$ cat src/design/krt_pkg.sv
// Package for the keyed record table: table depth, derived widths, word types,
// command and status codes, controller states and the cell control bundle.
// Used by every module of the block; depends on nothing.
package krt_pkg;

	// Table geometry
	localparam int TABLE_DEPTH = 64;
	localparam int IDX_W       = (TABLE_DEPTH > 1) ? $clog2(TABLE_DEPTH) : 1;
	localparam int CNT_W       = $clog2(TABLE_DEPTH + 1);

	// Field widths
	localparam int CMD_W  = 2;
	localparam int KEY_W  = 54;
	localparam int PAY_W  = 64;
	localparam int STAT_W = 3;

	typedef enum logic [CMD_W-1:0] {
		CMD_INSERT = 2'd0,
		CMD_SEARCH = 2'd1,
		CMD_DELETE = 2'd2,
		CMD_DUMP   = 2'd3
	} cmd_t;

	typedef enum logic [STAT_W-1:0] {
		ST_OK        = 3'd0,
		ST_EMPTY     = 3'd1,
		ST_NOT_FOUND = 3'd2,
		ST_DUPLICATE = 3'd3,
		ST_FULL      = 3'd4
	} status_t;

	// Input word
	typedef struct packed {
		logic [CMD_W-1:0] command;
		logic [KEY_W-1:0] key;
		logic [PAY_W-1:0] payload;
	} in_word_t;

	// Result word
	typedef struct packed {
		logic [STAT_W-1:0] status;
		logic [KEY_W-1:0]  found_key;
		logic [PAY_W-1:0]  found_payload;
		logic              last;
	} out_word_t;

	// What one cell does in a cycle
	typedef enum logic [1:0] {
		CELL_HOLD  = 2'd0,
		CELL_SHIFT = 2'd1,
		CELL_LOAD  = 2'd2
	} cell_op_t;

	// Controller states
	typedef enum logic [2:0] {
		S_IDLE   = 3'd0,
		S_SCAN   = 3'd1,
		S_FINISH = 3'd2,
		S_DUMP   = 3'd3,
		S_ROTATE = 3'd4
	} state_t;

	// Control bundle from the controller to the cell row
	typedef struct packed {
		logic             rotate;    // whole ring moves one place toward cell 0
		logic             compact;   // cells at and above pos take from their neighbor
		logic [IDX_W-1:0] pos;
		logic             load;      // one cell takes the broadcast entry
		logic [IDX_W-1:0] load_idx;
	} cell_ctl_t;

endpackage

$ cat src/design/krt_ctrl.sv
// Controller of the keyed record table: command sequencing, entry count,
// head-of-ring compare and the output word register. Depends on krt_pkg.
module krt_ctrl
	import krt_pkg::*;
(
	input  logic             clk,
	input  logic             arst_n,
	input  logic             in_valid,
	output logic             in_ready,
	input  in_word_t         in_word,
	output logic             out_valid,
	input  logic             out_ready,
	output out_word_t        out_word,
	input  logic [KEY_W-1:0] head_key,
	input  logic [PAY_W-1:0] head_pay,
	output cell_ctl_t        ctl,
	output logic [KEY_W-1:0] ld_key,
	output logic [PAY_W-1:0] ld_pay
);

	state_t           state_q, state_d;
	logic [IDX_W-1:0] idx_q, idx_d;
	logic [CNT_W-1:0] cnt_q, cnt_d;
	logic             found_q, found_d;
	logic [IDX_W-1:0] pos_q, pos_d;
	logic [PAY_W-1:0] fpay_q, fpay_d;
	cmd_t             cmd_q;
	logic [KEY_W-1:0] key_q;
	logic [PAY_W-1:0] pay_q;
	logic             out_valid_q;
	out_word_t        out_word_q;

	logic             slot_free;
	logic             emit;
	out_word_t        emit_word;
	logic             idx_last;
	logic             idx_in_use;
	logic             scan_hit;
	logic             dump_last;
	logic             take_in;
	logic             tbl_empty;
	logic             tbl_full;

	assign in_ready   = (state_q == S_IDLE);
	assign take_in    = in_valid && in_ready;
	assign slot_free  = !out_valid_q || out_ready;
	assign idx_last   = (idx_q == IDX_W'(TABLE_DEPTH - 1));
	assign idx_in_use = (CNT_W'(idx_q) < cnt_q);
	assign scan_hit   = (head_key == key_q) && idx_in_use && !found_q;
	assign dump_last  = ((CNT_W'(idx_q) + CNT_W'(1)) == cnt_q);
	assign tbl_empty  = (cnt_q == '0);
	assign tbl_full   = (cnt_q == CNT_W'(TABLE_DEPTH));
	assign ld_key     = key_q;
	assign ld_pay     = pay_q;

	// Next state, ring control and result word
	always_comb begin
		state_d   = state_q;
		idx_d     = idx_q;
		cnt_d     = cnt_q;
		found_d   = found_q;
		pos_d     = pos_q;
		fpay_d    = fpay_q;
		emit      = 1'b0;
		emit_word = '0;
		ctl       = '0;
		unique case (state_q)
			S_IDLE: begin
				if (in_valid) begin
					idx_d   = '0;
					found_d = 1'b0;
					if (cmd_t'(in_word.command) == CMD_DUMP) begin
						state_d = tbl_empty ? S_FINISH : S_DUMP;
					end else begin
						state_d = S_SCAN;
					end
				end
			end
			// one full turn of the ring, head entry compared each cycle
			S_SCAN: begin
				ctl.rotate = 1'b1;
				if (scan_hit) begin
					found_d = 1'b1;
					pos_d   = idx_q;
					fpay_d  = head_pay;
				end
				idx_d = idx_q + IDX_W'(1);
				if (idx_last) begin
					state_d = S_FINISH;
				end
			end
			// single result, plus the insert or the compaction
			S_FINISH: begin
				if (slot_free) begin
					emit           = 1'b1;
					emit_word.last = 1'b1;
					state_d        = S_IDLE;
					unique case (cmd_q)
						CMD_INSERT: begin
							if (found_q) begin
								emit_word.status = ST_DUPLICATE;
							end else if (tbl_full) begin
								emit_word.status = ST_FULL;
							end else begin
								emit_word.status = ST_OK;
								ctl.load         = 1'b1;
								ctl.load_idx     = cnt_q[IDX_W-1:0];
								cnt_d            = cnt_q + CNT_W'(1);
							end
						end
						CMD_SEARCH: begin
							if (tbl_empty) begin
								emit_word.status = ST_EMPTY;
							end else if (found_q) begin
								emit_word.status        = ST_OK;
								emit_word.found_key     = key_q;
								emit_word.found_payload = fpay_q;
							end else begin
								emit_word.status = ST_NOT_FOUND;
							end
						end
						CMD_DELETE: begin
							if (tbl_empty) begin
								emit_word.status = ST_EMPTY;
							end else if (found_q) begin
								emit_word.status = ST_OK;
								ctl.compact      = 1'b1;
								ctl.pos          = pos_q;
								cnt_d            = cnt_q - CNT_W'(1);
							end else begin
								emit_word.status = ST_NOT_FOUND;
							end
						end
						default: begin
							emit_word.status = ST_EMPTY;
						end
					endcase
				end
			end
			// one result per stored entry, ring turns as each is taken
			S_DUMP: begin
				if (slot_free) begin
					emit                    = 1'b1;
					emit_word.status        = ST_OK;
					emit_word.found_key     = head_key;
					emit_word.found_payload = head_pay;
					emit_word.last          = dump_last;
					ctl.rotate              = 1'b1;
					idx_d                   = idx_q + IDX_W'(1);
					if (dump_last) begin
						state_d = idx_last ? S_IDLE : S_ROTATE;
					end
				end
			end
			// finish the turn so entries return to their places
			S_ROTATE: begin
				ctl.rotate = 1'b1;
				idx_d      = idx_q + IDX_W'(1);
				if (idx_last) begin
					state_d = S_IDLE;
				end
			end
			default: begin
				state_d = S_IDLE;
			end
		endcase
	end

	// Control registers
	always_ff @(posedge clk or negedge arst_n) begin
		if (!arst_n) begin
			state_q     <= S_IDLE;
			cnt_q       <= '0;
			idx_q       <= '0;
			found_q     <= 1'b0;
			out_valid_q <= 1'b0;
		end else begin
			state_q <= state_d;
			cnt_q   <= cnt_d;
			idx_q   <= idx_d;
			found_q <= found_d;
			if (emit) begin
				out_valid_q <= 1'b1;
			end else if (out_ready) begin
				out_valid_q <= 1'b0;
			end
		end
	end

	// Payload registers
	always_ff @(posedge clk) begin
		pos_q  <= pos_d;
		fpay_q <= fpay_d;
		if (take_in) begin
			cmd_q <= cmd_t'(in_word.command);
			key_q <= in_word.key;
			pay_q <= in_word.payload;
		end
		if (emit) begin
			out_word_q <= emit_word;
		end
	end

	assign out_valid = out_valid_q;
	assign out_word  = out_word_q;

endmodule

$ cat config.mk
export PLATFORM = sky130hd
export DESIGN_NAME = krt_ctrl
export DESIGN_NICKNAME = d
export VERILOG_FILES = /design/src/design/krt_pkg.sv /design/src/design/krt_ctrl.sv
export SDC_FILE = /design/constraint.sdc
export NUM_CORES = 1
export LEC_CHECK = 0
export ABC_AREA = 1
export BUFFER_PORTS_ARGS = -buffer_cell sky130_fd_sc_hd__buf_2
export CORE_AREA = 2 2 194 196
export CTS_BUF_LIST = sky130_fd_sc_hd__clkbuf_2
export CTS_CLUSTER_DIAMETER = 200
export CTS_CLUSTER_SIZE = 24
export DETAILED_ROUTE_END_ITERATION = 16
export DIE_AREA = 0 0 196 198
export HOLD_SLACK_MARGIN = 0.12
export RECOVER_POWER = 100
export SYNTH_ARGS = -nofsm -noshare
export SYNTH_HDL_FRONTEND = slang
export SYNTH_SLANG_ARGS = --single-unit
export TNS_END_PERCENT = 100
$ cat constraint.sdc
create_clock -name clk -period 8.5 [get_ports clk]
set_clock_uncertainty 0.05 [all_clocks]
set_input_delay 1.275 -clock clk [delete_from_list [all_inputs] [get_ports clk]]
set_output_delay 1.275 -clock clk [all_outputs]
set_load 0.01 [all_outputs]
Yosys cells after proc, flatten, opt, wreduce, memory -nomap -nowiden --
Cells that the tools add are included.
Operators by class: $lt $le $gt $ge 1, reduce and logical (&&, ||, !) cells 21, eq/ne operators 22, mux-type cells 45, $add $sub $neg 4
Operator list (number):
- $mux W118 | 3
- $pmux W122 S2 | 1
- $mux W122 | 1
- $mux W119 | 1
- $mux W7 | 10
- $eq A54 B54 Y1 | 1
- $mux W3 | 10
- $mux W14 | 2
- $ne A2 B2 Y1 const B | 11
- $pmux W6 S3 | 1
- $pmux W3 S5 | 1
- $pmux W7 S2 | 1
- $mux W6 | 2
- $add A6 B1 Y7 const B | 1
- $add A7 B1 Y7 const B | 1
- $eq A7 B7 Y1 | 1
- $eq A7 B7 Y1 const B | 1
- $logic_not A7 Y1 | 1
- $lt A6 B7 Y1 | 1
- $mux W1 | 7
- $reduce_and A7 Y1 | 1
- $sub A7 B1 Y7 const B | 1
- $add A6 B1 Y6 const B | 1
- $eq A3 B2 Y1 const B | 2
- 19 further kinds | 30
Storage, ports and cells: bits in registers 330, logic and storage cells 107, input bits 242

Depth between registers and ports, before layout --
word-level depth 6, mapped depth 14, gate-level depth less buffers 14

Least setup slack after synthesis --
No wires, ideal clock.
path kind input to register, start point in in_valid, end point reg cmd_q[0], enable pin, slack 1543 ps, cell stages on the path 2, arrival 6305 ps, buffers on the path 0, required time 7848 ps, cell sequence inv_1 -> nor2_1
On the way: longest elaborated chain between the ends 1
Ends and longest elaborated chain:
- from (decl) | line krt_ctrl.sv:8 | input logic in_valid,
- $logic_and A1 B1 Y1 | line krt_ctrl.sv:45 | assign take_in = in_valid && in_ready;
- net take_in | line krt_ctrl.sv:40 | logic take_in;
- to (signal assigned) | line krt_ctrl.sv:195 | cmd_q <= cmd_t'(in_word.command);
- to (decl) | line krt_ctrl.sv:27 | cmd_t cmd_q;
The timed path passes the listed nets, and every way through them passes these cells. A chain may end at the register's enable or synchronous reset.

Final worst setup path --
start point reg state_q[0], end point reg key_q[42] (netlist: ld_key[42]), enable pin
On the way: longest elaborated chain between the ends 2
Ends and longest elaborated chain:
- from (decl) | line krt_ctrl.sv:21 | state_t state_q, state_d;
- from (signal assigned) | line krt_ctrl.sv:178 | state_q <= state_d;
- $logic_not A3 Y1 | line krt_ctrl.sv:44 | assign in_ready = (state_q == S_IDLE);
- $logic_and A1 B1 Y1 | line krt_ctrl.sv:45
- net take_in | line krt_ctrl.sv:40
- to (signal assigned) | line krt_ctrl.sv:196 | key_q <= in_word.key;
- to (decl) | line krt_ctrl.sv:28 | logic [KEY_W-1:0] key_q;
The timed path passes the listed nets, and every way through them passes these cells.

==> impl_metrics.prom <==
# TYPE chip_impl_metric gauge
chip_impl_metric{name="fp.dieArea",unit="sq um"} 38810
chip_impl_metric{name="worstPathArrival",unit="ns"} 6.29
chip_impl_metric{name="grt_pass1_vias",unit=""} 10270
chip_impl_info{name="unrepaired_setup_endpoints_after_global_routing",value="false"} 1
chip_impl_metric{name="grt_start_max_net_pins",unit=""} 81
chip_impl_metric{name="cellPowerDensity",unit="nW/um^2"} 268.7
chip_impl_metric{name="slew-limit-headroom",unit="%"} -160.1
chip_impl_metric{name="route.antenna.remaining_nets",unit=""} 0
chip_impl_metric{name="num-fill-cells",unit=""} 3654
chip_impl_info{name="ys_dominant_reg_cell",value="edfxtp_1"} 1
chip_impl_info{name="critical_path_class",value="flip-flop to flip-flop"} 1
chip_impl_metric{name="clkTransAtPathRegs",unit="ns"} 0.47
chip_impl_metric{name="worst_pin_slew",unit="ns"} 3.902
chip_impl_metric{name="timing.fmax",unit="GHz"} 0.1742
chip_impl_metric{name="drt_first_iter_violations",unit=""} 611
chip_impl_info{name="status",value="finished with violations"} 1
chip_impl_metric{name="floorplan.initialDensity",unit="%"} 38.09
chip_impl_metric{name="cts_resized",unit=""} 0
chip_impl_metric{name="sequential_cell_area",unit="sq um"} 9819
chip_impl_metric{name="core_region_area",unit="sq um"} 36960
chip_impl_metric{name="detailedPlacementHpwl",unit="mm"} 34.58
chip_impl_metric{name="die_x",unit="um"} 196
chip_impl_info{name="worst_setup_path_start_kind",value="flip-flop"} 1
chip_impl_metric{name="number_of_nets_in_the_synthesized_netlist",unit=""} 1451
chip_impl_info{name="slowest_library_cell_on_the_worst_path",value="clkbuf_1"} 1
chip_impl_metric{name="final_cell_count_no_fill",unit=""} 2170
chip_impl_metric{name="cap_violations",unit=""} 7
chip_impl_metric{name="post_synth.cell_area_avg",unit="sq um"} 11.81
chip_impl_metric{name="global_route_wire_length_before_repair",unit="mm"} 63.74
chip_impl_metric{name="period_share",unit="%"} 67.54
chip_impl_metric{name="layout_min_cycle_time",unit="ns"} 5.741
chip_impl_metric{name="clkSinkCount",unit=""} 330
chip_impl_metric{name="ys_types",unit=""} 39
chip_impl_metric{name="netlist_area",unit="sq um"} 14070
chip_impl_metric{name="worst_skew_pair.late_latency",unit="ns"} 0.99
chip_impl_metric{name="crit_path_max_incr_delay",unit="ns"} 1.76
chip_impl_metric{name="die_h",unit="um"} 198
chip_impl_info{name="crit-reg2reg-launch",value="state_q[0]"} 1
chip_impl_metric{name="overflow",unit=""} 0
chip_impl_metric{name="dpl.cell_count",unit=""} 2139
chip_impl_metric{name="reg2reg_depth",unit=""} 7
chip_impl_metric{name="synth_seq_area_share",unit="%"} 69.77
chip_impl_metric{name="cts_hold_buf",unit=""} 1
chip_impl_info{name="critical-path-top-cell-by-count",value="nor2_1"} 1
chip_impl_metric{name="cts_buffer_depth",unit=""} 3
chip_impl_info{name="cts_tree",value="built"} 1
chip_impl_metric{name="postSynthCellCount",unit=""} 1192
chip_impl_metric{name="postSynth.asyncResetShare",unit="%"} 5.455
chip_impl_info{name="hold_start",value="in_word[72]"} 1
chip_impl_metric{name="r2r_setup_slack",unit="ns"} 2.76
chip_impl_info{name="crit_path_end_kind",value="flip-flop"} 1
chip_impl_metric{name="ys_seq_elements",unit=""} 330
chip_impl_metric{name="multiInputGateArea",unit="sq um"} 3234
chip_impl_metric{name="synth-edff-count",unit=""} 312
chip_impl_metric{name="detail_route.first_pass.iterations",unit=""} 5
chip_impl_metric{name="irDropWorstVdd",unit="mV"} 0.1716
chip_impl_info{name="cp_top_family",value="buffers and inverters"} 1
chip_impl_metric{name="yosysWarningCount",unit=""} 0
chip_impl_metric{name="cellLeakagePower",unit="nW"} 6.708
chip_impl_metric{name="gp_routability_congestion",unit=""} 0.8410
chip_impl_metric{name="timing.hold.worst_path_depth",unit=""} 1
chip_impl_metric{name="average_detailed_routed_wire_length_per_instance",unit="um"} 20.66
chip_impl_metric{name="critPathBufInv",unit=""} 4
chip_impl_metric{name="cts_max_level",unit=""} 1
chip_impl_metric{name="timing.final.setup_violations",unit=""} 0
chip_impl_info{name="worst_hold_path.endpoint",value="ld_key[8]"} 1
chip_impl_metric{name="global_route.usage.total",unit="%"} 22.30
chip_impl_info{name="violations_in_the_final_reports",value="max-capacitance violations, max-slew violations"} 1
chip_impl_metric{name="path_max_fanout",unit=""} 80
chip_impl_info{name="kind_of_path_behind_the_tightest_hold_check",value="input pin to flip-flop"} 1
chip_impl_metric{name="port_buffers",unit=""} 498
chip_impl_info{name="critical_path.reg2reg.endpoint",value="ld_key[42]"} 1
chip_impl_metric{name="final.setup.tns",unit="ns"} 0
chip_impl_metric{name="top_level_ports",unit=""} 499
chip_impl_metric{name="final_core_util",unit="%"} 45.25
chip_impl_metric{name="final_layout_size_suffix_gt1_share",unit="%"} 14.21
chip_impl_metric{name="final_cell_area",unit="sq um"} 16720
chip_impl_metric{name="cts.repair_timing.setup_buffer_count",unit=""} 0
chip_impl_metric{name="number_of_antenna_violations_at_the_first_check_in_global_routing",unit=""} 12
chip_impl_metric{name="cts_inserted_buffers",unit=""} 17
chip_impl_info{name="cts.root.buffer_cell",value="clkbuf_2"} 1
chip_impl_metric{name="flow.area_growth_from_synthesis",unit="%"} 18.82
chip_impl_metric{name="routed_wl",unit="mm"} 44.84
chip_impl_metric{name="via_per_inst",unit=""} 4.895
chip_impl_metric{name="dpl-instance-area",unit="sq um"} 17070
chip_impl_metric{name="final_max_slew_viol_count",unit=""} 438
chip_impl_metric{name="detail_route.drc_violations",unit=""} 0
chip_impl_info{name="ordered_list_of_cells_on_the_worst_path",value="nor2_1 -> inv_1 -> nor2_1 -> inv_1 -> nor2_1 -> clkbuf_1 -> clkbuf_2"} 1
chip_impl_metric{name="detailroute.via_count",unit=""} 10620
chip_impl_metric{name="finalHoldViolCount",unit=""} 0
chip_impl_metric{name="worst_ep_required_time",unit="ns"} 9.05
chip_impl_metric{name="num_rows",unit=""} 71
chip_impl_metric{name="nNetsFinal",unit=""} 1944
-- per-layer routing --
metal | GRT usage [%] | routed length (um)
met3 | 5.008 | 3488
met5 | 0 | 52
met2 | 40.57 | 23000
met4 | 5.359 | 937
met1 | 26.88 | 17360
-- Yosys cell counts, types with 2 or more instances --
master,n,area share (%)
o21ai_1,7,0.25
nand4_1,18,0.80
o21ai_0,87,3.1
clkbuf_2,3,0.11
buf_1,3,0.080
nor3_1,16,0.57
o21ai_2,6,0.37
ha_1,16,1.4
clkinv_1,2,0.053
xnor2_1,14,0.87
nand3b_1,2,0.11
o22ai_2,20,1.8
a31oi_1,2,0.089
nor2_1,60,1.6
nor4_1,3,0.13
a21oi_1,10,0.36
nand2_2,6,0.27
edfxtp_1,312,67
inv_2,4,0.11
nand2_1,197,5.3
buf_6,4,0.32
o22ai_1,25,1.1
nor2_2,5,0.22
buf_2,12,0.43
clkbuf_1,11,0.29
dfrtp_1,18,3.2
nand3_1,107,3.8
inv_1,205,5.5
xor2_1,7,0.44
-- cells in the final DEF (no fill, tap or decap), types with 3 or more instances in the layout --
cell type and instances:
a21oi_1 10, buf_2 180, clkbuf_1 323, clkbuf_2 24, dfrtp_1 18, diode_2 7, edfxtp_1 312, ha_1 16
inv_1 207, nand2_1 197, nand2_2 6, nand3_1 107, nand4_1 18, nor2_1 64, nor3_1 17, nor4_1 3
o21ai_0 97, o22ai_1 27, o22ai_2 18, xnor2_1 14, xor2_1 7
-- state kept, by name, summed over array words and instances, names as in the netlist, 2 cells and up --
name / cells
cmd_q: 2
out_word: 122
pos_q: 6
cnt_q: 7
fpay_q: 64
state_q: 3
ld_key: 54
idx_q: 6
ld_pay: 64
-- kinds of logic after synthesis --
logic type | share of synthesized area, %
buf+inv | 6.907
xor+xnor | 1.307
fa+ha+maj | 1.565
simple gates | 13.29
compound gates | 7.165
flops | 69.77
-- cell type report --
class	instances	area share, %
well taps	474	3.546
clock inverters	1	0.05237
diodes	7	0.1047
repair buffers	508	12.85
flip-flops and latches	330	58.72
inverters	211	4.736
clock buffers	22	0.6584
multi-input cells	617	19.34
-- where the power goes --
group | internal, mW | total, mW | switching [mW]
registers | 2.30 | 2.49 | 0.192
clock network | 0.0681 | 0.543 | 0.475
logic | 0.393 | 1.46 | 1.07
total | 2.76 | 4.49 | 1.74
-- worst max path at each step --
stage	startpoint	end	slack (ns)	cells after the start
4_1_cts	found_q	ctl[12]	4.34	5
2_1_floorplan	in_valid	cmd_q[0]	1.54	2
5_1_grt	state_q[0]	ld_key[51]	2.34	7
3_3_place_gp	head_key[34]	fpay_q[29]	4.59	9
3_5_place_dp	head_key[34]	fpay_q[29]	4.63	9
6_report	state_q[0]	ld_key[42]	2.76	7
-- through the flow --
| stage | hold slack [ns] | total power [mW] | setup slack (ns) |
|---|---|---|---|
| floorplan | 0.4358 | 3.380 | 1.543 |
| global placement | 0.4858 | 4.073 | 4.592 |
| detailed placement | 0.4931 | 4.103 | 4.630 |
| CTS | 0.2543 | 4.634 | 4.345 |
| global route | 0.2685 | 4.765 | 2.335 |
| finish | 0.3588 | 4.494 | 2.759 |
(Power assumes the default switching activity.)
