### src/design/krt_pkg.sv
// Package for the keyed record table: table depth, derived widths, word types,
// command and status codes, controller states and the cell control bundle.
// Used by every module of the block; depends on nothing.
package krt_pkg;

	// Table geometry
	localparam int TABLE_DEPTH = 64;
	localparam int IDX_W       = (TABLE_DEPTH > 1) ? $clog2(TABLE_DEPTH) : 1;
	localparam int CNT_W       = $clog2(TABLE_DEPTH + 1);

	// Field widths
	localparam int CMD_W  = 2;
	localparam int KEY_W  = 54;
	localparam int PAY_W  = 64;
	localparam int STAT_W = 3;

	typedef enum logic [CMD_W-1:0] {
		CMD_INSERT = 2'd0,
		CMD_SEARCH = 2'd1,
		CMD_DELETE = 2'd2,
		CMD_DUMP   = 2'd3
	} cmd_t;

	typedef enum logic [STAT_W-1:0] {
		ST_OK        = 3'd0,
		ST_EMPTY     = 3'd1,
		ST_NOT_FOUND = 3'd2,
		ST_DUPLICATE = 3'd3,
		ST_FULL      = 3'd4
	} status_t;

	// Input word
	typedef struct packed {
		logic [CMD_W-1:0] command;
		logic [KEY_W-1:0] key;
		logic [PAY_W-1:0] payload;
	} in_word_t;

	// Result word
	typedef struct packed {
		logic [STAT_W-1:0] status;
		logic [KEY_W-1:0]  found_key;
		logic [PAY_W-1:0]  found_payload;
		logic              last;
	} out_word_t;

	// What one cell does in a cycle
	typedef enum logic [1:0] {
		CELL_HOLD  = 2'd0,
		CELL_SHIFT = 2'd1,
		CELL_LOAD  = 2'd2
	} cell_op_t;

	// Controller states
	typedef enum logic [2:0] {
		S_IDLE   = 3'd0,
		S_SCAN   = 3'd1,
		S_FINISH = 3'd2,
		S_DUMP   = 3'd3,
		S_ROTATE = 3'd4
	} state_t;

	// Control bundle from the controller to the cell row
	typedef struct packed {
		logic             rotate;    // whole ring moves one place toward cell 0
		logic             compact;   // cells at and above pos take from their neighbor
		logic [IDX_W-1:0] pos;
		logic             load;      // one cell takes the broadcast entry
		logic [IDX_W-1:0] load_idx;
	} cell_ctl_t;

endpackage

### src/design/krt_cell.sv
// One table cell: holds a key and a payload, and either keeps them, takes its
// neighbor's entry, or takes a new entry. Depends on krt_pkg.
module krt_cell
	import krt_pkg::*;
(
	input  logic             clk,
	input  cell_op_t         op,
	input  logic [KEY_W-1:0] nxt_key,
	input  logic [PAY_W-1:0] nxt_pay,
	input  logic [KEY_W-1:0] ld_key,
	input  logic [PAY_W-1:0] ld_pay,
	output logic [KEY_W-1:0] key,
	output logic [PAY_W-1:0] pay
);

	logic [KEY_W-1:0] key_q;
	logic [PAY_W-1:0] pay_q;

	// Entry storage, no reset: never read before written
	always_ff @(posedge clk) begin
		unique case (op)
			CELL_SHIFT: begin
				key_q <= nxt_key;
				pay_q <= nxt_pay;
			end
			CELL_LOAD: begin
				key_q <= ld_key;
				pay_q <= ld_pay;
			end
			default: begin
				key_q <= key_q;
				pay_q <= pay_q;
			end
		endcase
	end

	assign key = key_q;
	assign pay = pay_q;

endmodule

### config.mk
export PLATFORM = sky130hd
export DESIGN_NAME = krt_cell
export DESIGN_NICKNAME = d
export VERILOG_FILES = /design/src/design/krt_pkg.sv /design/src/design/krt_cell.sv
export SDC_FILE = /design/constraint.sdc
export NUM_CORES = 1
export LEC_CHECK = 0
export ABC_AREA = 1
export ABC_CLOCK_PERIOD_IN_PS = 8200
export BUFFER_PORTS_ARGS = -buffer_cell sky130_fd_sc_hd__buf_2
export CORE_AREA = 2 2 140 142
export DETAILED_ROUTE_END_ITERATION = 10
export DIE_AREA = 0 0 142 144
export GPL_TIMING_DRIVEN = 0
export HOLD_SLACK_MARGIN = 0.15
export MAX_ROUTING_LAYER = met4
export PLACE_DENSITY = 0.58
export SLEW_MARGIN = 20
export SYNTH_ARGS = -nofsm -noshare
export SYNTH_HDL_FRONTEND = slang
export SYNTH_SLANG_ARGS = --single-unit
export TNS_END_PERCENT = 100
### constraint.sdc
create_clock -name clk -period 8.2 [get_ports clk]
set_input_delay 1.23 -clock clk [delete_from_list [all_inputs] [get_ports clk]]
set_output_delay 1.23 -clock clk [all_outputs]
set_load 0.05 [all_outputs]
== Yosys cells after proc, flatten, opt, wreduce, memory -nomap -nowiden ==
Index checks and enable logic that the tools add are counted.

* Register bits: 118
* Word-level logic and storage cells: 7
* Bits of input ports: 239

* Reductions and logical operators: 1
* Multiplexer cells: 2
* Equality and inequality tests: 2

{| class="wikitable"
|+ Operators by type and width
! operator !! count
|-
| one-hot mux 64 bit (2 select lines) || 1
|-
| one-hot mux 54 bit (2 select lines) || 1
|-
| equality test 2 x 1 -> 1 bit (second input constant) || 1
|-
| equality test 2 bit (second input constant) || 1
|-
| nonzero test 2 bit || 1
|}

== Depth between registers and ports, before layout ==
Gate-level depths: netlist of run 1.

* Depth after elaboration: 2
* Gate-level depth with buffers: 7
* Mapped depth without buffers: 5

== Least setup slack after synthesis of run 1 ==
OpenSTA, ideal clock, no wires.

* Kind: in2reg
* Start: input port op[0]
* End: register key_q[0] (netlist: key[0]), enable pin
* Stages on the path: 3
* Arrival: 3,826 ps
* Buffers on the path: 0
* Path slack: 3,902 ps
* Path through: inv_1 > ha_1 > inv_1

* Word-level cells in the longest chain between the ends: 2
* Elaborated cells between the ends (all ways): 3

{| class="wikitable"
|+ RTL lines
! element !! line !! source
|-
| from (decl) || krt_cell.sv:7 || <nowiki>input cell_op_t op,</nowiki>
|-
| equality test 2 bit / equality test 2 x 1 -> 1 bit (equally long branches) || krt_cell.sv:21 || <nowiki>unique case (op)</nowiki>
|-
| nonzero test 2 bit (no source line) * || -- ||
|-
| to (signal assigned) || krt_cell.sv:23 || <nowiki>key_q <= nxt_key;</nowiki>
|-
| to (signal assigned) || krt_cell.sv:27 || <nowiki>key_q <= ld_key;</nowiki>
|-
| to (signal assigned) || krt_cell.sv:31 || <nowiki>key_q <= key_q;</nowiki>
|-
| to (decl) || krt_cell.sv:16 || <nowiki>logic [KEY_W-1:0] key_q;</nowiki>
|}

Mark *: on every way between the ends. The rest lies on a longest branch, timed or not.
A chain may end at the register's enable or synchronous reset.

== Final worst setup path of run 1 ==
* Start: input port op[0]
* End: register pay_q[25] (netlist: pay[25]), data pin

* Word-level cells in the longest chain between the ends: 2
* Elaborated cells between the ends (all ways): 3

{| class="wikitable"
|+ RTL lines
! element !! line !! source
|-
| equality test 2 bit / equality test 2 x 1 -> 1 bit (equally long branches) || krt_cell.sv:21 ||
|-
| one-hot mux 64 bit (2 select lines) * || krt_cell.sv:21 ||
|-
| to (signal assigned) || krt_cell.sv:24 || <nowiki>pay_q <= nxt_pay;</nowiki>
|-
| to (signal assigned) || krt_cell.sv:28 || <nowiki>pay_q <= ld_pay;</nowiki>
|-
| to (signal assigned) || krt_cell.sv:32 || <nowiki>pay_q <= pay_q;</nowiki>
|-
| to (decl) || krt_cell.sv:17 || <nowiki>logic [PAY_W-1:0] pay_q;</nowiki>
|}

Marks and branches as above.

==> flow_summary.yaml, run 1 <==
run_status:
  status: "complete, no violations"
drt:
  vias: 4627
  drc: 0
  vias_per_cell: 4.11
  wl_per_cell_um: 14.5
  drt_wl_total_mm: 16.3
  drt-initial-drc-count: 188
  drtPass1Iterations: 4
  antenna_left: 0
global_routing:
  track_usage_pct: 15.7
  use_met1_pct: 17.5
  grt_pass1_vias: 4209
  antenna_found_initial: 0
  grt_overflow_total: 0
  grt_pass1_wl_mm: 22.8
  grt_max_degree: 73
  met3_usage_pct: 4.27
  grt_busiest_layer: "met2"
  use_met2_pct: 27.0
clock_network:
  cts_buffers: 17
  clock-sinks: 118
  cts_tree: "yes"
  cts_max_level: 4
  clockBufferDepth: 2
  post_cts_resized: 0
  clk_pin_slew_ns: 0.06
  hold_buffers: 0
  clock-root-buffer: "clkbuf_16"
  post_cts_buffers: 0
placed_design:
  place.gp.congestion: 0.827
  post_dp_cell_area_um2: 7140
  hpwl_mm: 12.4
  dp_slack_ns: 5.12
  placed_cells: 1096
  port_buffers: 356
setup_path:
  critPathCaptureType: "flip-flop"
  path_class: "in2reg"
  cp.arrival_ns: 2.78
  cp-start-kind: "primary input"
  cp_max_fo: 10
  crit_required_ns: 8.43
job:
  cap_viol_max_count: 0
timing:
  hold_viol_final: 0
  relSlewSlack_pct: 43.0
  rsz0062_at_grt: "false"
  period_needed_ns: 2.55
  finalMaxSlewViolations: 0
  fin_crit_sh_pct: 31.1
  fin_tns_setup_ns: 0
  setup_viol: 0
  setup_ws_ns: 5.65
  tightestPinTransition_ns: 0.855
  max_freq_ghz: 0.392
synthesis:
  syn_nets: 741
  synth_flop_cell: "edfxtp_1"
  synth_most_common_cell: "nand2_1"
  synth.avg_cell_area_um2: 10.0
  yosysTopAreaCell: "edfxtp_1"
  synth_cells: 501
  synthTopCellsByCount: "nand2_1, edfxtp_1, buf_2"
  synth_edf_count: 118
  synth-seq-cells: 118
  synth_cell_types: 9
  synthTopCellsByArea: "edfxtp_1, nand2_1, buf_2"
  ys.warnings.count: 0
  synth_top_area_share_pct: 70.4
  async_flop_share_pct: 0
  netlist_area_um2: 5030
  ys_seq_area_share_pct: 70.4
min_path:
  hold_depth: 3
  worst_hold_path_type: "in2reg"
floorplanning:
  ios: 357
  core-area_um2: 19100
  start_util_pct: 26.4
  dieHeight_um: 144
  die_w_um: 142
  num_rows: 51
  die_area_um2: 20400
layout:
  fin_util_pct: 40.3
  num-nets-final: 1117
  instances_no_fill: 1126
  design_area_um2: 7690
  drive_gt1_share_pct: 45.2
  area_growth_pct: 52.8
  antennaDiodeCount: 0
  fillCellCount: 1937
pwr:
  leakagePower_nw: 3.96
  p_per_area_nw_per_um2: 266
  peakVddDrop_v: 0.000122
flip-flops by register name (all words and copies together) (netlist names):
register  cells
key          54
pay          64
critical path: stages:
cell and delay [ns]:
buf_2 0.08, inv_1 0.03, ha_1 0.20, inv_2 0.24
clkbuf_1 0.69, nand2_1 0.10, nand2_1 0.20
path summary, 6_finish.rpt:
check           endpoint        start  slack [ns]
max    pay[25]$_DFFE_PP_        op[0]        5.65
min    pay[14]$_DFFE_PP_  nxt_pay[14]        1.09
placed cells by master (no fill, tap or decap), drive strengths merged:
cell type	netlist	layout
ha	1	1
nand2	354	354
clkbuf	9	27
edfxtp	118	118
clkinv	0	7
inv	3	3
bufinv	0	2
clkinvlp	0	3
buf	16	373
metal layers:
layer  share of wire (%)  vias up
met2                  50      251
li1                    -     2361
met1                  40     1990
met3                 7.4       25
met5                   0        -
met4                 2.4        0
cell type report:
cell class / instances / area (um2) / share of cell area [%]
plain buffers: 25 / 135 / 1.76
clock buffers: 18 / 429 / 5.58
clock inverters: 12 / 114 / 1.48
inverters: 3 / 16.3 / 0.212
multi-input cells: 355 / 1340 / 17.5
flip-flops and latches: 118 / 3540 / 46.1
well taps: 238 / 298 / 3.87
repair buffers: 357 / 1810 / 23.5
cell families after synthesis:
logic type	count (synthesis)	share of synthesized area, %
buf+inv	28	2.91
flops	118	70.4
simple gates	354	26.4
fa+ha+maj	1	0.249
report_power, final:
part | leakage [nW] | total, mW | switching, mW | internal [mW]
logic | 2.55 | 0.556 | 0.433 | 0.123
registers | 1.15 | 0.790 | 0.0199 | 0.770
clock network | 0.260 | 0.696 | 0.258 | 0.437
total | 3.96 | 2.04 | 0.712 | 1.33
per-stage QoR:
step	hold slack [ns]	power, mW
final	1.09	2.04
after global routing	1.07	2.12
after CTS	1.07	2.07
after detailed placement	1.50	1.37
after global placement	1.49	1.37
after floorplan	1.41	1.19
Power figures use the tool's default switching activity.
==> run 2, diff against run 1 <==
Settings changed: ABC_CLOCK_PERIOD_IN_PS 8200 to 2400.
Clock period 8.2 ns to 2.4 ns, I/O delays scaled along.
==> flow_summary.yaml, run 2 (same netlist as run 1, synthesis figures left out) <==
run_status:
  status: "complete, no violations"
pwr:
  swShare_pct: 35.2
  p_sw_mw: 2.41
  p_total_mw: 6.87
  clkPwrFrac_pct: 32.9
  pwr-share-seq_pct: 39.3
  peakVddDrop_v: 0.000419
  p_per_area_nw_per_um2: 890
  comb_power_share_pct: 27.8
  leakagePower_nw: 3.96
  intPower_mw: 4.45
layout:
  fin_util_pct: 40.4
  drive_gt1_share_pct: 45.6
  num-nets-final: 1119
  layout_commonest_cell: "buf_2"
  largest_reg_flops: 64
  layout_common_cells: "buf_2, nand2_1, edfxtp_1"
  area_growth_pct: 53.4
  fillCellCount: 1950
  design_area_um2: 7720
timing:
  tightestPinTransition_ns: 0.714
  finalMaxSlewViolations: 0
  setup_ws_ns: 0.576
  relSlewSlack_pct: 52.4
  rsz0062_at_grt: "false"
  hold_viol_final: 0
  fin_crit_sh_pct: 76.0
  period_needed_ns: 1.82
  setup_viol: 0
  max_freq_ghz: 0.548
setup_path:
  path_class: "in2reg"
  cp.arrival_ns: 1.96
  cpPeakStageDelay_ns: 0.53
  cp_max_fo: 33
  crit_required_ns: 2.54
  worst_path_most_repeated_cell: "buf_12"
  cp_slowest_cell: "clkinvlp_4"
  cp-start-kind: "primary input"
  crit_path_cell_trace: "buf_2 > inv_8 > ha_4 > clkinvlp_4 > buf_12 > buf_12"
  critPathCaptureType: "flip-flop"
drt:
  wl_per_cell_um: 14.3
  vias_per_cell: 4.09
  drc: 0
  vias: 4619
  antenna_left: 0
  drt_wl_total_mm: 16.1
  drt-initial-drc-count: 145
  drtPass1Iterations: 4
job:
  cap_viol_max_count: 0
clock_network:
  clock-root-buffer: "clkbuf_16"
  post_cts_resized: 0
  post_cts_buffers: 0
  clockBufferDepth: 2
  clk_pin_slew_ns: 0.06
  hold_buffers: 0
  clock-sinks: 118
  cts_tree: "yes"
  cts_buffers: 17
  cts_max_level: 4
global_routing:
  grt_overflow_total: 0
  grt_max_degree: 34
  grt_pass1_wl_mm: 22.7
  grt_pass1_vias: 4398
  antenna_found_initial: 1
  track_usage_pct: 15.4
placed_design:
  place.gp.congestion: 0.781
  post_dp_cell_area_um2: 7190
  dp_slack_ns: 0.122
  hpwl_mm: 12.5
  port_buffers: 356
min_path:
  worstHoldStart: "nxt_pay[59]"
  worst_hold_path_type: "in2reg"
  hold_depth: 3
  worstHoldEndpoint: "pay[59]$_DFFE_PP_"
floorplanning:
  die_w_um: 142
  num_rows: 51
  die_area_um2: 20400
  core-area_um2: 19100
  ios: 357
  dieHeight_um: 144
  start_util_pct: 26.4
run 2: worst max-delay path by stage:
stage	start	to	slack [ns]
6_report	op[0]	pay[20]$_DFFE_PP_	0.58
5_1_grt	op[0]	pay[3]$_DFFE_PP_	0.50
4_1_cts	op[0]	pay[3]$_DFFE_PP_	0.56
3_5_place_dp	op[0]	key[48]$_DFFE_PP_	0.12
3_3_place_gp	op[0]	key[43]$_DFFE_PP_	-1.39
2_1_floorplan	op[0]	key[0]$_DFFE_PP_	-0.34
run 2: critical path, delay by kind of cell:
family                   cells  cell delay (ns)
buffers and inverters        5             1.30
adder cells (fa/ha/maj)      1             0.26
run 2: layout make-up:
type                       instances  area, um2  area share (%)
multi-input combinational        355       1350            17.5
clock buffer                      18        429            5.56
inverter                           3       22.5           0.292
clock inverter                    12       90.1            1.17
sequential                       118       3540            45.9
antenna                            1       2.50          0.0324
buffer                            25        135            1.75
timing repair buffer             359       1840            23.9
tap                              238        298            3.86
run 2: layer usage:
metal	track usage [%]	routed length [um]
met1	17.2	6600
met4	5.05	307
met3	4.80	1340
met2	26.3	7870
met5	-	0
run 2: through the flow:
step | hold slack (ns) | std cells | TNS, ns
after detailed placement | 0.627 | 1098 | 0
final | 0.223 | 1129 | 0
after floorplan | 0.539 | 501 | -40.46
after global routing | 0.202 | 1129 | 0
after CTS | 0.201 | 1128 | 0
after global placement | 0.624 | 1095 | -162.58
run 2: power groups by stage:
stage / combinational, mW / clock (mW) / sequential [mW]
after detailed placement: 1.93 / 0 / 2.74
after global routing: 2.02 / 2.44 / 2.73
after CTS: 1.93 / 2.33 / 2.70
after floorplan: 0.249 / 0 / 3.82
final: 1.91 / 2.26 / 2.70
after global placement: 1.91 / 0 / 2.75
==> run 3, diff against run 2 <==
Settings changed: ABC_CLOCK_PERIOD_IN_PS 2400 to 1600, CORE_AREA 2 2 140 142 to 2 2 139 141, DIE_AREA 0 0 142 144 to 0 0 141 143, PLACE_DENSITY 0.58 to 0.61.
Clock period 2.4 ns to 1.6 ns, I/O delays scaled along.
==> flow_summary.yaml, run 3 <==
placed_design:
  hpwl_mm: 12.5
  post_dp_cell_area_um2: 7190
  placed_cells: 1094
  port_buffers: 356
  place.gp.congestion: 0.858
clock_network:
  clock-root-buffer: "clkbuf_16"
  cts_buffers: 17
  post_cts_resized: 0
  clock-sinks: 118
  cts_max_level: 4
  hold_buffers: 226
  post_cts_buffers: 0
  clockBufferDepth: 2
synthesis:
  synth_edf_count: 118
  yosysTopAreaCell: "edfxtp_1"
  synth.avg_cell_area_um2: 10.0
  synth_flop_cell: "edfxtp_1"
  synth_top_area_share_pct: 70.4
  synth-seq-cells: 118
  netlist_area_um2: 5030
  async_flop_share_pct: 0
  synthTopCellsByArea: "edfxtp_1, nand2_1, buf_2"
  synth_cell_types: 9
  synthTopCellsByCount: "nand2_1, edfxtp_1, buf_2"
  ys_seq_area_share_pct: 70.4
  synth_most_common_cell: "nand2_1"
  synth_cells: 501
  syn_nets: 741
  ys.warnings.count: 0
floorplanning:
  start_util_pct: 27.1
  num_rows: 50
  ios: 357
  dieHeight_um: 143
  die_w_um: 141
run_status:
  error: "[ERROR RSZ-0060] Max buffer count reached."
  status: "did not finish"
  haltStage: "clock tree synthesis (4_1_cts)"
==> run 3: cell families after synthesis <==
kind of cell               after synthesis  synth area share [%]
adders and majority gates                1                 0.249
DFF                                    118                  70.4
and+or+nand+nor                        354                  26.4
buffers and inverters                   28                  2.91
==> run 3: stage by stage <==
stage | TNS [ns] | hold WS, ns | setup WS, ns
3_5_place_dp | -34.70 | 0.507 | -0.462
2_1_floorplan | -120.70 | 0.419 | -1.02
3_3_place_gp | -239.89 | 0.504 | -2.03
==> run 4, diff against run 3 <==
Settings changed: ABC_CLOCK_PERIOD_IN_PS 1600 to 2100, CORE_AREA 2 2 139 141 to default, CORE_UTILIZATION from default to 26, DIE_AREA 0 0 141 143 to default, HOLD_SLACK_MARGIN 0.15 to default, MAX_ROUTING_LAYER met4 to default, PLACE_DENSITY 0.61 to default, PLACE_DENSITY_LB_ADDON from default to 0.15.
Clock period 1.6 ns to 2.1 ns, I/O delays scaled along.
==> flow_summary.yaml, run 4 (same netlist as run 1, synthesis figures left out) <==
global_routing:
  antenna_found_initial: 3
  grt_overflow_total: 0
  grt_max_degree: 31
  grt_pass1_vias: 4432
  grt_pass1_wl_mm: 23.9
  track_usage_pct: 16.4
placed_design:
  place.gp.congestion: 0.752
  dp_slack_ns: 0.271
  hpwl_mm: 12.7
  port_buffers: 356
clock_network:
  post_cts_resized: 0
  clock-sinks: 118
  clock-root-buffer: "clkbuf_16"
  post_cts_buffers: 0
  clk_pin_slew_ns: 0.06
  cts_buffers: 17
  cts_tree: "yes"
  cts_max_level: 4
  hold_buffers: 0
  clockBufferDepth: 2
layout:
  area_growth_pct: 55.3
  num-nets-final: 1120
  layout_commonest_cell: "buf_2"
  fin_util_pct: 41.5
  layout_common_cells: "buf_2, nand2_1, edfxtp_1"
  drive_gt1_share_pct: 45.6
  fillCellCount: 1909
  largest_reg_flops: 64
drt:
  antenna_left: 0
  vias: 4627
  drt_wl_total_mm: 16.3
  drc: 0
  drtPass1Iterations: 4
  drt-initial-drc-count: 149
  wl_per_cell_um: 14.2
  vias_per_cell: 4.02
timing:
  fin_crit_sh_pct: 65.6
  setup_viol: 0
  period_needed_ns: 1.38
  finalMaxSlewViolations: 0
  tightestPinTransition_ns: 0.560
  timing.hold.ws_ns: 0.169
  setup_ws_ns: 0.722
  relSlewSlack_pct: 62.7
  rsz0062_at_grt: "false"
  hold_viol_final: 0
  max_freq_ghz: 0.726
floorplanning:
  dieHeight_um: 141
  start_util_pct: 26.7
  num_rows: 50
  core-area_um2: 18800
  die_w_um: 141
  die_area_um2: 19900
  ios: 357
pwr:
  p_per_area_nw_per_um2: 1040
  p_sw_mw: 2.78
  leakagePower_nw: 4.00
  clkPwrFrac_pct: 35.0
  peakVddDrop_v: 0.000485
  intPower_mw: 5.34
  swShare_pct: 34.3
  comb_power_share_pct: 27.0
  p_total_mw: 8.12
  pwr-share-seq_pct: 38.0
setup_path:
  crit_required_ns: 2.26
  path_class: "in2reg"
  cpPeakStageDelay_ns: 0.30
  cp-start-kind: "primary input"
  worst_path_most_repeated_cell: "buf_12"
  cp_slowest_cell: "buf_12"
  critPathCaptureType: "flip-flop"
  crit_path_cell_trace: "buf_2 > inv_8 > ha_4 > clkinvlp_4 > buf_12 > buf_12"
  cp_max_fo: 30
  cp.arrival_ns: 1.53
min_path:
  worstHoldEndpoint: "pay[50]$_DFFE_PP_"
  worstHoldStart: "nxt_pay[50]"
  worst_hold_path_type: "in2reg"
  hold_depth: 3
run_status:
  status: "complete, no violations"
job:
  cap_viol_max_count: 0
==> run 4: worst max path at each step <==
stage                      start           endpoint  slack, ns  depth (start not counted)
2_1_floorplan              op[0]   key[0]$_DFFE_PP_      -0.60                          3
5_1_grt                    op[0]   key[7]$_DFFE_PP_       0.65                          7
4_1_cts        pay[25]$_DFFE_PP_            pay[25]       0.67                          1
3_5_place_dp               op[0]   key[7]$_DFFE_PP_       0.27                          7
6_report                   op[0]  key[41]$_DFFE_PP_       0.72                          6
3_3_place_gp               op[0]  pay[50]$_DFFE_PP_      -1.77                          4
==> run 4: power by group through the flow <==
stage,logic (mW),registers [mW],clock network [mW]
global route,2.31,3.12,3.01
detailed placement,2.22,3.13,0
floorplan,0.285,4.37,0
global placement,2.19,3.14,0
finish,2.19,3.08,2.84
CTS,2.22,3.09,2.92
==> run 4: final cells by class <==
| type | count | area, um2 | area share, % |
|---|---|---|---|
| repair buffers | 360 | 1860 | 23.8 |
| multi-input cells | 355 | 1350 | 17.3 |
| clock buffers | 18 | 429 | 5.49 |
| plain buffers | 25 | 135 | 1.73 |
| clock inverters | 12 | 138 | 1.76 |
| inverters | 3 | 22.5 | 0.288 |
| well taps | 260 | 325 | 4.16 |
| flip-flops and latches | 118 | 3540 | 45.4 |
| diodes | 1 | 2.50 | 0.0320 |
==> run 4: through the flow <==
| step | TNS (ns) | instance area (um2) | std cells |
|---|---|---|---|
| after floorplan | -70.55 | 5050 | 501 |
| after global placement | -208.42 | 7160 | 1117 |
| after detailed placement | 0 | 7240 | 1121 |
| after CTS | 0 | 7810 | 1151 |
| after global routing | 0 | 7810 | 1152 |
| final | 0 | 7810 | 1152 |
==> run 4: per-layer routing <==
layer	track usage (%)	vias to the layer above	routed length [um]
li1	-	2370	-
met1	17.4	1984	6180
met2	29.4	245	8240
met3	6.01	24	1580
met4	6.58	4	284
met5	0	-	23
==> run 4: worst max-delay path: cells and delay by family <==
kind | cells | cell delay (ns)
adder cells (fa/ha/maj) | 1 | 0.26
buffers and inverters | 5 | 0.93
